File: config.mk
export PLATFORM = sky130hd
export DESIGN_NAME = factorial_divisibility_test_core
export DESIGN_NICKNAME = d
export VERILOG_FILES = /design/src/fdt_pkg.sv /design/src/fdt_serial_div.sv /design/src/factorial_divisibility_test_core.sv
export SDC_FILE = /design/constraint.sdc
export NUM_CORES = 1
export LEC_CHECK = 0
export CAP_MARGIN = 20
export CELL_PAD_IN_SITES_DETAIL_PLACEMENT = 1
export CELL_PAD_IN_SITES_GLOBAL_PLACEMENT = 2
export CORE_MARGIN = 3
export CORE_UTILIZATION = 41
export CTS_CLUSTER_DIAMETER = 60
export DETAILED_ROUTE_END_ITERATION = 6
export DONT_BUFFER_PORTS = 1
export PLACE_DENSITY_LB_ADDON = 0.05
export REMOVE_ABC_BUFFERS = 1
export SLEW_MARGIN = 20
export SYNTH_ARGS = -nofsm -noshare
export SYNTH_HDL_FRONTEND = slang
export SYNTH_HIERARCHICAL = 1
export SYNTH_SLANG_ARGS = --single-unit
File: constraint.sdc
create_clock -name clk -period 10 [get_ports clk]
set_input_delay 2 -clock clk [delete_from_list [all_inputs] [get_ports clk]]
set_output_delay 2 -clock clk [all_outputs]
set_load 0.005 [all_outputs]
File: src/fdt_pkg.sv
// fdt_pkg: shared constants for the factorial divisibility test
// no dependencies
package fdt_pkg;
  localparam int OPERAND_BITS_DEF = 31;
endpackage

File: src/fdt_serial_div.sv
// fdt_serial_div: bit-serial restoring divider, one quotient bit per cycle
// depends on fdt_pkg
module fdt_serial_div #(
  parameter int OPERAND_BITS = fdt_pkg::OPERAND_BITS_DEF
) (
  input  logic                    clk,
  input  logic                    rst,
  input  logic                    go,
  input  logic [OPERAND_BITS-1:0] dividend,
  input  logic [OPERAND_BITS-1:0] divisor,
  output logic                    done,
  output logic [OPERAND_BITS-1:0] quotient,
  output logic [OPERAND_BITS-1:0] remainder
);
  import fdt_pkg::*;
  localparam int W  = OPERAND_BITS;
  localparam int CW = $clog2(W + 1);

  logic [W-1:0]  shreg;
  logic [W-1:0]  part;
  logic [CW-1:0] cnt;
  logic          run;
  logic [W:0]    trial;
  logic [W:0]    diff;

  assign trial = {part, shreg[W-1]};
  assign diff  = trial - {1'b0, divisor};
  assign quotient  = shreg;
  assign remainder = part;

  always_ff @(posedge clk) begin
    if (rst) begin
      run  <= 1'b0;
      done <= 1'b0;
      cnt  <= '0;
    end else begin
      done <= 1'b0;
      if (go) begin
        run   <= 1'b1;
        cnt   <= CW'(W);
        shreg <= dividend;
        part  <= '0;
      end else if (run) begin
        if (!diff[W]) begin
          part  <= diff[W-1:0];
          shreg <= {shreg[W-2:0], 1'b1};
        end else begin
          part  <= trial[W-1:0];
          shreg <= {shreg[W-2:0], 1'b0};
        end
        cnt <= cnt - 1'b1;
        if (cnt == CW'(1)) begin
          run  <= 1'b0;
          done <= 1'b1;
        end
      end
    end
  end
endmodule

File: src/factorial_divisibility_test_core.sv
// factorial_divisibility_test_core: does m divide n factorial
// trial division plus legendre sums on one shared serial divider
// a beat takes as many divides on the serial divider as it needs: up to
// ~sqrt(m)/2 trial divides and a few per prime factor; m = 0 needs no divide
// one beat at a time: busy is high from acceptance until the done strobe (never for m = 0)
// rst is synchronous, active high; it returns the sequencer to idle
module factorial_divisibility_test_core #(
  parameter int OPERAND_BITS = fdt_pkg::OPERAND_BITS_DEF
) (
  input  logic                    clk,
  input  logic                    rst,
  input  logic                    start,
  output logic                    busy,
  input  logic [OPERAND_BITS-1:0] n_value,
  input  logic [OPERAND_BITS-1:0] m_value,
  output logic                    done,
  output logic                    divides
);
  import fdt_pkg::*;
  localparam int W  = OPERAND_BITS;
  localparam int KW = $clog2(W + 1);

  localparam logic [1:0] S_IDLE  = 2'd0;
  localparam logic [1:0] S_TEST  = 2'd1;
  localparam logic [1:0] S_STRIP = 2'd2;
  localparam logic [1:0] S_LEG   = 2'd3;

  logic [1:0]    state;
  logic [W-1:0]  n, rem, d, total, div_a;
  logic [KW-1:0] k;
  logic          div_go, div_done;
  logic [W-1:0]  q, r, d_next, tot;

  fdt_serial_div #(.OPERAND_BITS(OPERAND_BITS)) u_div (
    .clk(clk), .rst(rst), .go(div_go), .dividend(div_a), .divisor(d),
    .done(div_done), .quotient(q), .remainder(r)
  );

  assign busy   = (state != S_IDLE);
  assign d_next = (d == W'(2)) ? W'(3) : d + W'(2);
  assign tot    = total + q;

  always_ff @(posedge clk) begin
    if (rst) begin
      state  <= S_IDLE;
      div_go <= 1'b0;
      done   <= 1'b0;
    end else begin
      div_go <= 1'b0;
      done   <= 1'b0;
      case (state)
        S_IDLE: begin
          if (start) begin
            n   <= n_value;
            rem <= m_value;
            if (m_value == '0) begin
              done    <= 1'b1;
              divides <= 1'b0;
            end else begin
              d      <= W'(2);
              div_a  <= m_value;
              div_go <= 1'b1;
              state  <= S_TEST;
            end
          end
        end
        S_TEST: begin
          if (div_done) begin
            if (d > q) begin
              done    <= 1'b1;
              divides <= !((rem > W'(1)) && (n < rem));
              state   <= S_IDLE;
            end else if (r == '0) begin
              rem    <= q;
              k      <= KW'(1);
              div_a  <= q;
              div_go <= 1'b1;
              state  <= S_STRIP;
            end else begin
              d      <= d_next;
              div_a  <= rem;
              div_go <= 1'b1;
            end
          end
        end
        S_STRIP: begin
          if (div_done) begin
            div_go <= 1'b1;
            if (r == '0) begin
              rem   <= q;
              k     <= k + 1'b1;
              div_a <= q;
            end else begin
              total <= '0;
              div_a <= n;
              state <= S_LEG;
            end
          end
        end
        S_LEG: begin
          if (div_done) begin
            if (tot >= W'(k)) begin
              d      <= d_next;
              div_a  <= rem;
              div_go <= 1'b1;
              state  <= S_TEST;
            end else if (q == '0) begin
              done    <= 1'b1;
              divides <= 1'b0;
              state   <= S_IDLE;
            end else begin
              total  <= tot;
              div_a  <= q;
              div_go <= 1'b1;
            end
          end
        end
        default: state <= S_IDLE;
      endcase
    end
  end
endmodule

# Word level (Yosys, flattened, before mapping)
# Index checks and enable logic that the tools add are counted.
[classes]
mux = 82
mul = 0
add_sub_neg = 5
n_bitwise = 2
eq_ne = 24
shift = 0
order_cmp = 4
div = 0
reduce_logical = 22
[ops]
columns = ["cell", "count"]
rows = [
  ["31-bit two-way mux", 29],
  ["31-bit case mux with 3 select lines", 2],
  ["31-bit case mux with 4 select lines", 1],
  ["31-bit logical NOT", 3],
  ["31-bit case mux with 2 select lines", 1],
  ["5-bit two-way mux", 7],
  ["32-bit by 31-bit subtractor with 32-bit output", 1],
  ["31-bit by 2-bit adder with 31-bit output, second input constant", 1],
  ["31-bit adder", 1],
  ["31-bit by 2-bit equality test with 1-bit output, second input constant", 1],
  ["31-bit by 5-bit >= comparator with 1-bit output", 1],
  ["31-bit by 1-bit > comparator with 1-bit output, second input constant", 1],
  ["31-bit > comparator", 1],
  ["31-bit < comparator", 1],
  ["1-bit two-way mux", 27],
  ["2-bit != test, second input constant", 13],
  ["2-bit two-way mux", 10],
  ["9-bit AND reduction", 2],
  ["8-bit AND reduction", 2],
  ["7-bit AND reduction", 2],
  ["5-bit case mux with 2 select lines", 1],
  ["3-bit != test, second input constant", 3],
  ["2-bit case mux with 4 select lines", 1],
  ["2-bit nonzero test", 4],
  ["17 further kinds", 23],
]
[word_totals]
mem_count = 0
latchBits = 0
out_inout_bits = 3
wordCells = 154
rom_bits = 0
register_bits = 234
mem_bits_rw = 0
input_bits = 65

# Depth between registers and ports, before layout
# Gate-level depths: netlist of run 1.
[depth]
word_depth = 6
mapped_depth = 16

# Cells and area by module
# Netlist of run 1, hierarchy kept.
[by_module_without_submodules]
columns = ["mod", "cells_per_inst", "area_each_um2", "seq_area_each_um2", "instances"]
rows = [
  ["factorial_divisibility_test_core", 1326, 12599.6, 4914.7, 1],
  ["fdt_serial_div", 474, 4890.9, 2001.9, 1],
]

# Worst setup path after synthesis of run 1
# Ideal clock, no wire load.
[synth_path]
path_type = "input to register"
from = "input rst"
to = "register rem[0], enable pin"
slack_ns = 2.244
cell_stages = 2
required_time_ns = 9.413
setup_ns = 0.587
arrival_time_ns = 7.169
cell_sequence = "clkbuf_1 -> a2111oi_0"
[synth_via]
elab_chain_cells = 2
[synth_rtl]
columns = ["item", "line_no", "text"]
rows = [
  ["start: declaration", "factorial_divisibility_test_core.sv:11", "input logic rst,"],
  ["1-bit inverter (no line)", "--", ""],
  ["6-bit AND reduction (no line)", "--", ""],
  ["end signal: assignment", "factorial_divisibility_test_core.sv:55", "rem <= m_value;"],
  ["end signal: assignment", "factorial_divisibility_test_core.sv:74", "rem <= q;"],
  ["end signal: assignment", "factorial_divisibility_test_core.sv:90", "rem <= q;"],
  ["end: declaration", "factorial_divisibility_test_core.sv:29", "logic [W-1:0] n, rem, d, total, div_a;"],
]
# Every way passes these cells.
# A chain may end at the register's enable or synchronous reset.

# Final worst setup path of run 1
[layout_path]
from = "register u_div.shreg[0], in the netlist u_div/quotient[0]"
to = "register total[20], enable pin"
[layout_via]
elab_chain_cells = 4
elab_cells_between_ends = 6
cone_classes = "add/sub: 1; order compare: 1; eq/ne: 2; reduce/logical: 2"
[layout_rtl]
columns = ["item", "line_no", "text"]
rows = [
  ["start: declaration", "fdt_serial_div.sv:19", "logic [W-1:0] shreg;"],
  ["start signal: assignment", "fdt_serial_div.sv:41", "shreg <= dividend;"],
  ["start signal: assignment", "fdt_serial_div.sv:46", "shreg <= {shreg[W-2:0], 1'b1};"],
  ["start signal: assignment", "fdt_serial_div.sv:49", "shreg <= {shreg[W-2:0], 1'b0};"],
  ["31-bit adder", "factorial_divisibility_test_core.sv:41", "assign tot = total + q;"],
  ["31-bit by 5-bit >= comparator with 1-bit output", "factorial_divisibility_test_core.sv:102", "if (tot >= W'(k)) begin"],
  ["2-bit != test (no line)", "--", ""],
  ["7-bit AND reduction (no line) *", "--", ""],
  ["end signal: assignment", "factorial_divisibility_test_core.sv:112", "total <= tot;"],
  ["end: declaration", "factorial_divisibility_test_core.sv:29", ""],
]
# Mark *: on every way between the ends. The rest lies on a longest branch, timed or not.

==> summary by stage, run 1 <==
STA
The clock arrives with 0.0231 ns of skew. At the pin with the least slew margin, the transition time is 1.01 ns. In the final timing run, aggregate negative setup slack is 0 ns. In this run the tightest slew margin relative to its limit is 32.8%. Setup violations remaining at the end of the flow were counted as 0. Setup repair after global routing left no endpoint under its margin. For the finished layout, the period the worst path requires is 5.31 ns.

The part of the cycle the worst path needs is 53.1%. The maximum clock frequency is about 190 MHz. The max-slew violation count was 0.

The count of endpoints failing hold in the final timing report is 0.

Place
The number of port buffers is 0. The HPWL after detailed placement is 42400 um. The number of placed cells counting well taps is 2279. The congestion estimate from routability-driven global placement came to 0.861.

After detailed placement, the total cell area comes to 18000 um2.

Route
The mean number of vias per cell is 6.00. The detail route stage leaves a number of antenna-violating nets equal to 0. The first detailed-routing pass ran for 5 iterations. The aggregate routed wire length is 57900 um. The DRC violation count after routing is 0. The first routing iteration left 854 violations. The routed via count is 14100. In the final routed layout, each cell accounts on average for 24.7 um.

Worst setup path
The type of the worst setup path is reg -> reg. In this run the worst setup path terminates at total[20]. The worst endpoint required time is 10.18 ns. The worst setup path is launched from a flop. Data arrives at the worst endpoint at 5.49 ns. The maximum net fanout on the critical path is 37. The critical path startpoint is u_div/quotient[0]. The startpoint of the lowest-slack register-to-register path is u_div/quotient[0]. The endpoint identified for the worst register-to-register timing path is total[20]. The worst-case register-to-register setup slack is between 4 and 5 ns.

The number of cells on the worst reg-to-reg path is 14. The element type at the critical path end is a flop.

CTS
Clock tree synthesis found a total of roughly 230 sinks. The number of H-tree levels is 2. The clock-pin slew on the worst setup and hold paths is ~0.060 ns. In this run the post-CTS setup repair buffer count came out at 0. The CTS tree is done. The later pin in the worst-skew pair is clocked with a latency of around 0.56 ns. The cell at the root of the clock tree is sky130_fd_sc_hd__clkbuf_16. The hold buffer count at CTS is 0.

The total CTS buffers is 36. Counting along the longest clock path gives a buffer depth of 3. The number of gates resized after CTS was 0.

Synthesis
The synthesized instance count is 1800. The dominant cell type by area after synthesis is sky130_fd_sc_hd__edfxtp_1. The cell area that synthesis handed to floorplanning was 17500 um2. The count of flip-flops with a built-in enable after synthesis is 223. After synthesis, the most frequently instantiated cells are 223 x sky130_fd_sc_hd__edfxtp_1, 156 x sky130_fd_sc_hd__inv_1, 149 x sky130_fd_sc_hd__nor2_1, 136 x sky130_fd_sc_hd__ha_1, 116 x sky130_fd_sc_hd__a21oi_1. The share of synthesized flip-flops with an asynchronous set or reset is 0%. The area share of the leading cell type in the synthesized netlist is 38.3%.

For this run, the leading register cell type out of synthesis is sky130_fd_sc_hd__edfxtp_1. For this run, the register share of the synthesized area comes to 39.5%. After synthesis the netlist holds a flip-flop and latch count of 234. The count of synthesis-stage warnings from yosys is 6. By area the synthesized netlist is led by sky130_fd_sc_hd__edfxtp_1 38%, sky130_fd_sc_hd__ha_1 9.7%, sky130_fd_sc_hd__mux2i_1 5.0%. Counting distinct cell types in the post-synthesis netlist gives 84. The synthesized area per cell is 9.72 um2.

The most instantiated library cell after synthesis is sky130_fd_sc_hd__edfxtp_1.

GRT
For met2 alone, demand over resource in global routing was 44.6%. Global routing consumed, on the met1 layer, 33.6% of the routing resources. After global routing the overflow that remains totals 0.

The global-route wire length before repair is 88500 um. The global routing stage identified its most utilized layer as met2. The via count of the first global-routing pass is 14500. The initial antenna violation count was 0. The met3 track utilization from global routing is 3.19%. The largest net degree at the start of global routing is 65. The overall track demand over capacity in global routing is between 20 and 30%.

Final layout
For this run, the share of the core covered by cells in the final layout is 45.5%. The repair_antennas step left the layout with diodes totalling 0. The layout filler cell count is 4729.

The number of nets in the final layout is 1982. Compared with the post-synthesis result, the final layout area differs by 9.44%. In the final layout, the share of cells above drive strength 1 is 9.42%.

The post-route cell area is 19100 um2. The final instance count without filler cells is 2344.

Floorplanning
The total I/O pin count is 68. The initial standard-cell utilization of the core is 41.6%. The floorplan has 75 rows. In this run the standard cell core region covers 42000 um2.

The die is 213 um wide. Measured along the y axis, the die boundary spans 213 um. The die covers 45200 um2.

Power and ir drop
Total power for the finished layout comes to 4.84 mW. For this design the static power due to leakage is roughly 7.3 nW. The power density of the placed cells is 253 nW/um2. The maximum vdd ir drop is 0.210 mV.

Run
The total of max-cap violations is 0.

Worst hold path
The kind of path behind the tightest hold check is reg -> reg.

Outcome
The flow ran to the end, and the final reports show no timing, DRC or antenna violations.
## power by group
part | switching (mW) | leakage (nW) | total [mW] | internal [mW]
registers | 0.239 | 2.21 | 1.65 | 1.41
clock network | 0.489 | 0.538 | 1.21 | 0.721
logic | 1.21 | 4.52 | 1.99 | 0.778
total | 1.94 | 7.27 | 4.84 | 2.90
## worst min-delay path by stage
stage	end	slack (ns)	start	cells after the start
floorplan	u_div/quotient[10]	0.52	div_a[10]	1
global placement	u_div/quotient[26]	0.52	div_a[26]	1
detailed placement	u_div/quotient[14]	0.53	div_a[14]	1
CTS	u_div/quotient[14]	0.55	div_a[14]	1
global route	u_div/quotient[16]	0.57	div_a[16]	1
finish	u_div/quotient[14]	0.55	div_a[14]	1
## metrics by stage
stage | worst slack (ns) | hold WS, ns
floorplan | 2.41 | 0.523
global placement | 4.75 | 0.524
detailed placement | 4.67 | 0.532
finish | 4.69 | 0.545
CTS | 4.65 | 0.547
global route | 4.34 | 0.568
## kinds of logic after synthesis
family,count (synthesis),synth area share [%]
AO/OA/AOI/OAI,466,17.4
flip-flops,234,39.5
AND/OR/NAND/NOR,493,14.2
buffers and inverters,237,5.67
multiplexers,148,8.91
adder cells (fa/ha/maj),138,9.96
XOR/XNOR,84,4.31
## area by class of cell
type	count	area, um2	area share, %
clock buffer	43	927	4.84
clock inverter	21	191	1.00
inverter	157	589	3.08
multi-input combinational	1329	9660	50.5
sequential	234	6920	36.1
tap	539	674	3.52
timing repair buffer	21	178	0.928
## state kept, by name (all words and copies together) (netlist names), named ones only
register	count
k	5
d	31
u_div/done	1
div_a	31
u_div/cnt	5
divides	1
rem	31
state	1
total	31
u_div/quotient	31
n	31
done	1
u_div/remainder	31
div_go	1
u_div/run	1
## metal layers
metal	vias up	wire (um)	share of wire, %
li1	6669	-	-
met1	7056	25800	45
met2	275	28500	49
met3	70	2230	3.9
met4	0	1320	2.3
met5	-	0	0
## cell usage in the layout (no fill, tap or decap), drive strengths merged, types with 18 or more instances in the layout
cell	synthesis	routed
o21ai	146	146
a21oi	118	118
nor2	151	151
nor3	26	26
clkbuf	65	43
o211ai	18	18
and2	33	33
a211oi	22	22
nand3	34	34
mux2	61	61
mux2i	87	87
inv	156	161
a221o	28	28
nor4	37	37
nand4	40	40
buf	15	21
nand2	89	89
ha	136	136
xor2	42	42
o21a	18	18
xnor2	42	42
a21o	31	31
edfxtp	223	223
## critical path, stage by stage, from the launching register on
cell                       delay [ns]
sky130_fd_sc_hd__edfxtp_1        0.51
sky130_fd_sc_hd__ha_1            0.28
sky130_fd_sc_hd__fa_1            0.44
sky130_fd_sc_hd__a211oi_1        0.43
sky130_fd_sc_hd__o21ai_0         0.16
sky130_fd_sc_hd__a41oi_1         0.33
sky130_fd_sc_hd__o21ai_0         0.16
sky130_fd_sc_hd__xor2_1          0.19
sky130_fd_sc_hd__nor4_1          0.37
sky130_fd_sc_hd__nand4_1         0.23
sky130_fd_sc_hd__nor4b_4         0.30
sky130_fd_sc_hd__buf_4           0.64
sky130_fd_sc_hd__a22oi_2         0.15
sky130_fd_sc_hd__a211oi_4        0.25
sky130_fd_sc_hd__buf_4           0.44
No activity file was read; power rests on OpenSTA's default activity.
==> run 2, diff against run 1 <==
CORE_UTILIZATION = 38   (was 41)
clock period = 4.8 ns   (was 10 ns; I/O delays follow)
==> run 2 against run 1 <==
Against the previous run:
- clock skew shrank 0.00076 ns
- sequential share of layout area shrank 1.4 points
- total power grew 110%
- clock-buffer cell count shrank 3
- combinational power grew 120%
- flip-flop and latch count is the same
- cell area grew 4.0%
- via count grew 2.0%
- sequential power grew 110%
- routed wire length grew 5.5%
- cell count grew 5.2%
- utilization shrank 1.1 points
- critical endpoint is now total[8]
- largest power group unchanged
==> summary by stage, run 2 (synthesis gave the netlist of run 1 again) <==
Worst setup path
The element type at the critical path end is a flop (unchanged). The endpoint of the worst setup timing path is total[8] (was total[20]). The maximum net fanout on the critical path is 13 (was 37). The critical path's largest stage delay is 0.44 ns (was 0.64 ns). The worst endpoint required time is 5.07 ns (was 10.18 ns). The worst path arrival time is 4.81 ns (was 5.49 ns). Cell-by-cell listing of the critical path: ha_1 > fa_1 > a21o_1 > a21oi_1 > xnor2_1 > ha_1 > o21ai_0 > a21oi_1 > or4_1 > a2111oi_1 > nand4_1 > nor4b_4 > buf_4 > buf_6 > a22oi_2 > a211oi_4 > buf_4 > clkbuf_16 (was ha_1 > fa_1 > a211oi_1 > o21ai_0 > a41oi_1 > o21ai_0 > xor2_1 > nor4_1 > nand4_1 > nor4b_4 > buf_4 > a22oi_2 > a211oi_4 > buf_4).

The worst-case register-to-register setup slack is 0.25 ns (was 4.69 ns). The critical path startpoint is u_div/quotient[0] (unchanged). The total number of cells along the worst setup path came to 18 (was 14).

The highest-delay cell along the critical path is sky130_fd_sc_hd__fa_1 (was sky130_fd_sc_hd__buf_4). The type of the worst setup path was reg -> reg (unchanged). The startpoint of the lowest-slack register-to-register path is u_div/quotient[0] (unchanged). The capture point of the worst reg-to-reg path is total[8] (was total[20]). The nature of the critical path startpoint was a flop (unchanged). The number of cells on the worst reg-to-reg path was 18 (was 14).

The kind of cell with the highest combined delay on the critical path is compound AO/OA/AOI/OAI gates (unchanged). The number of buffer and inverter stages on the critical path is 4 (was 2).

STA
The worst-case headroom to the max-slew limit is 44.1% (was 32.8%). The final critical delay including setup and external delays came to 4.55 ns (was 5.31 ns). The part of the cycle the worst path needs came to 94.7% (was 53.1%). The count of endpoints failing hold in the final timing report is 0 (unchanged). The total of endpoints with negative setup slack in the final report is 0 (unchanged). The maximum clock skew at final layout is 0.0224 ns (was 0.0231 ns). The max-slew violation count is 0 (unchanged). The maximum clock frequency was 220 MHz (was 188 MHz). The slew of the pin with the lowest slew margin is 0.831 ns (was 1.01 ns).

Final layout
The number of nets in the final layout is 2050 (was 1982). Highest-count cells in the layout ignoring fill and taps: 223 x sky130_fd_sc_hd__edfxtp_1, 156 x sky130_fd_sc_hd__inv_1, 146 x sky130_fd_sc_hd__nor2_1 (unchanged). The final instance count without filler cells is 2466 (was 2344). The post-layout utilization of the core is 44.4% (was 45.5%). The fraction of final layout cells sized beyond drive strength 1 is 13.0% (was 9.42%). The most common library cell in the layout ignoring fill and taps is sky130_fd_sc_hd__edfxtp_1 (unchanged). The relative area change from synthesis to final layout is 13.8% (was 9.44%).

Floorplanning
The y dimension of the die is 221 um (was 213 um). The initial standard-cell utilization of the core is 39.0% (was 41.6%). The number of cell rows is 77 (was 75). The total I/O pin count is 68 (unchanged). The die area is 48600 um2 (was 45200 um2). The core area came to 44800 um2 (was 42000 um2). The chip width is 221 um (was 213 um).

Worst hold path
The source of the worst hold timing path is rst (was div_a[14]). The kind of path behind the tightest hold check is in -> reg (was reg -> reg).

CTS
The total CTS buffers is 35 (was 36). The number of sinks on the clock net was 234 (unchanged). The number of H-tree levels is 2 (unchanged). The CTS tree is done (unchanged).

The cell at the root of the clock tree is sky130_fd_sc_hd__clkbuf_16 (unchanged). The clock-pin slew on the worst setup and hold paths is 0.06 ns (about the same). The clock insertion delay at the later pin of the skew report is 0.56 ns (about the same).

The number of buffers between clock root and the deepest sink was 3 (unchanged).

GRT
The global-route congestion overflow total is 0 (unchanged). The overall track demand over capacity in global routing is 25.1% (was 25.6%). The global-route wire length before repair is 93300 um (was 88500 um). The via count of the first global-routing pass is 14900 (was 14500). The initial antenna violation count is 1 (was 0). The largest net degree at the start of global routing came to 51 (was 65).

Route
The number of DRC markers in iteration 0 came to 821 (was 854). The routed via count is 14400 (was 14100). The aggregate routed wire length came to 61000 um (was 57900 um). The DRC violation count after routing is 0 (unchanged).

The first-pass detailed-route iteration total is 5 (unchanged). The detail-routed net length per standard cell is 24.8 um (was 24.7 um). The mean number of vias per cell came to 5.82 (was 6.00). The residual antenna-violating net count after detailed routing is 0 (unchanged).

Run
The total of max-cap violations is 0 (unchanged).

Power and ir drop
The sequential group share of total power is 32.8% (was 34.0%). The switching share of power came to 40.1% (was 40.0%). The relative contribution of the clock network to total power came to 25.3% (was 25.0%).

The internal cell power is 6.22 mW (was 2.90 mW). The power density of the placed cells is 522 nW/um2 (was 253 nW/um2). The reported net switching power is 4.17 mW (was 1.94 mW). The combinational group share of total power is 41.9% (was 41.1%). The maximum vdd ir drop is 0.300 mV (was 0.210 mV).

The leakage power is 7.65 nW (was 7.27 nW).

Place
The HPWL after detailed placement is 46000 um (was 42400 um). The number of port buffers is 0 (unchanged). The global placement routability congestion is 0.858 (was 0.861). The number of placed cells counting well taps was 2395 (was 2279).

Outcome
Result of the run: complete, no violations (unchanged).
-- run 2: cell types whose count changed in the layout (fill, tap and decap cells not counted), sizes merged --
cell / change
clkbuf: -2
bufinv: +2
clkinvlp: +3
clkinv: -3
buf: +68
diode: +1
-- run 2: through the flow --
stage	setup WS (ns)	hold slack (ns)	power, mW	area, um2	setup TNS (ns)
after global placement	0.112	0.529	7.66	18600	0
after floorplan	-2.79	0.523	6.29	17100	-357.88
after CTS	0.0479	0.447	10.4	19800	0
after detailed placement	0.0668	0.544	7.76	18600	0
after global routing	-0.00394	0.455	11.1	19900	-0.00785
final	0.253	0.479	10.4	19900	0
-- run 2: worst register-to-register path, delay by kind of cell (launching register included) --
kind	cells	cell delay, ns
buffers and inverters	4	0.70
XOR/XNOR	1	0.17
AND/OR/NAND/NOR	3	0.97
flip-flops	1	0.40
AO/OA/AOI/OAI	7	1.08
adder cells (fa/ha/maj)	3	0.94
-- run 2: layout make-up --
cell class,count,area [um2]
flip-flops and latches,234,6920
diodes,1,2.50
multi-input cells,1329,9670
clock inverters,23,260
inverters,157,589
fillers,5006,24900
clock buffers,40,895
well taps,592,741
repair buffers,90,832
-- run 2: per-layer routing --
layer | share of wire, % | global-route usage (%)
met3 | 4.7 | 3.97
met2 | 48 | 42.6
met4 | 2.5 | 6.93
met5 | 0 | 0
met1 | 45 | 33.5
-- run 2: how the worst min path moves through the flow --
stage | to | slack [ns] | depth (start not counted)
2_1_floorplan | u_div/quotient[10] | 0.52 | 1
3_3_place_gp | u_div/quotient[30] | 0.53 | 1
3_5_place_dp | u_div/quotient[25] | 0.54 | 1
4_1_cts | u_div/cnt[0] | 0.45 | 1
5_1_grt | u_div/cnt[0] | 0.45 | 1
6_report | u_div/cnt[0] | 0.48 | 1
-- run 2: power by group through the flow --
stage / Clock (mW) / Combinational, mW / Sequential, mW
after floorplan: 0 / 3.01 / 3.27
after global placement: 0 / 4.22 / 3.44
after detailed placement: 0 / 4.31 / 3.45
after CTS: 2.69 / 4.34 / 3.41
after global routing: 2.76 / 4.88 / 3.46
final: 2.63 / 4.35 / 3.40
-- run 2: timing repair --
action	4_1_cts	5_1_grt
gates resized for setup	0	4
hold buffers	0	0
setup buffers	0	2
setup endpoints to repair	0	56
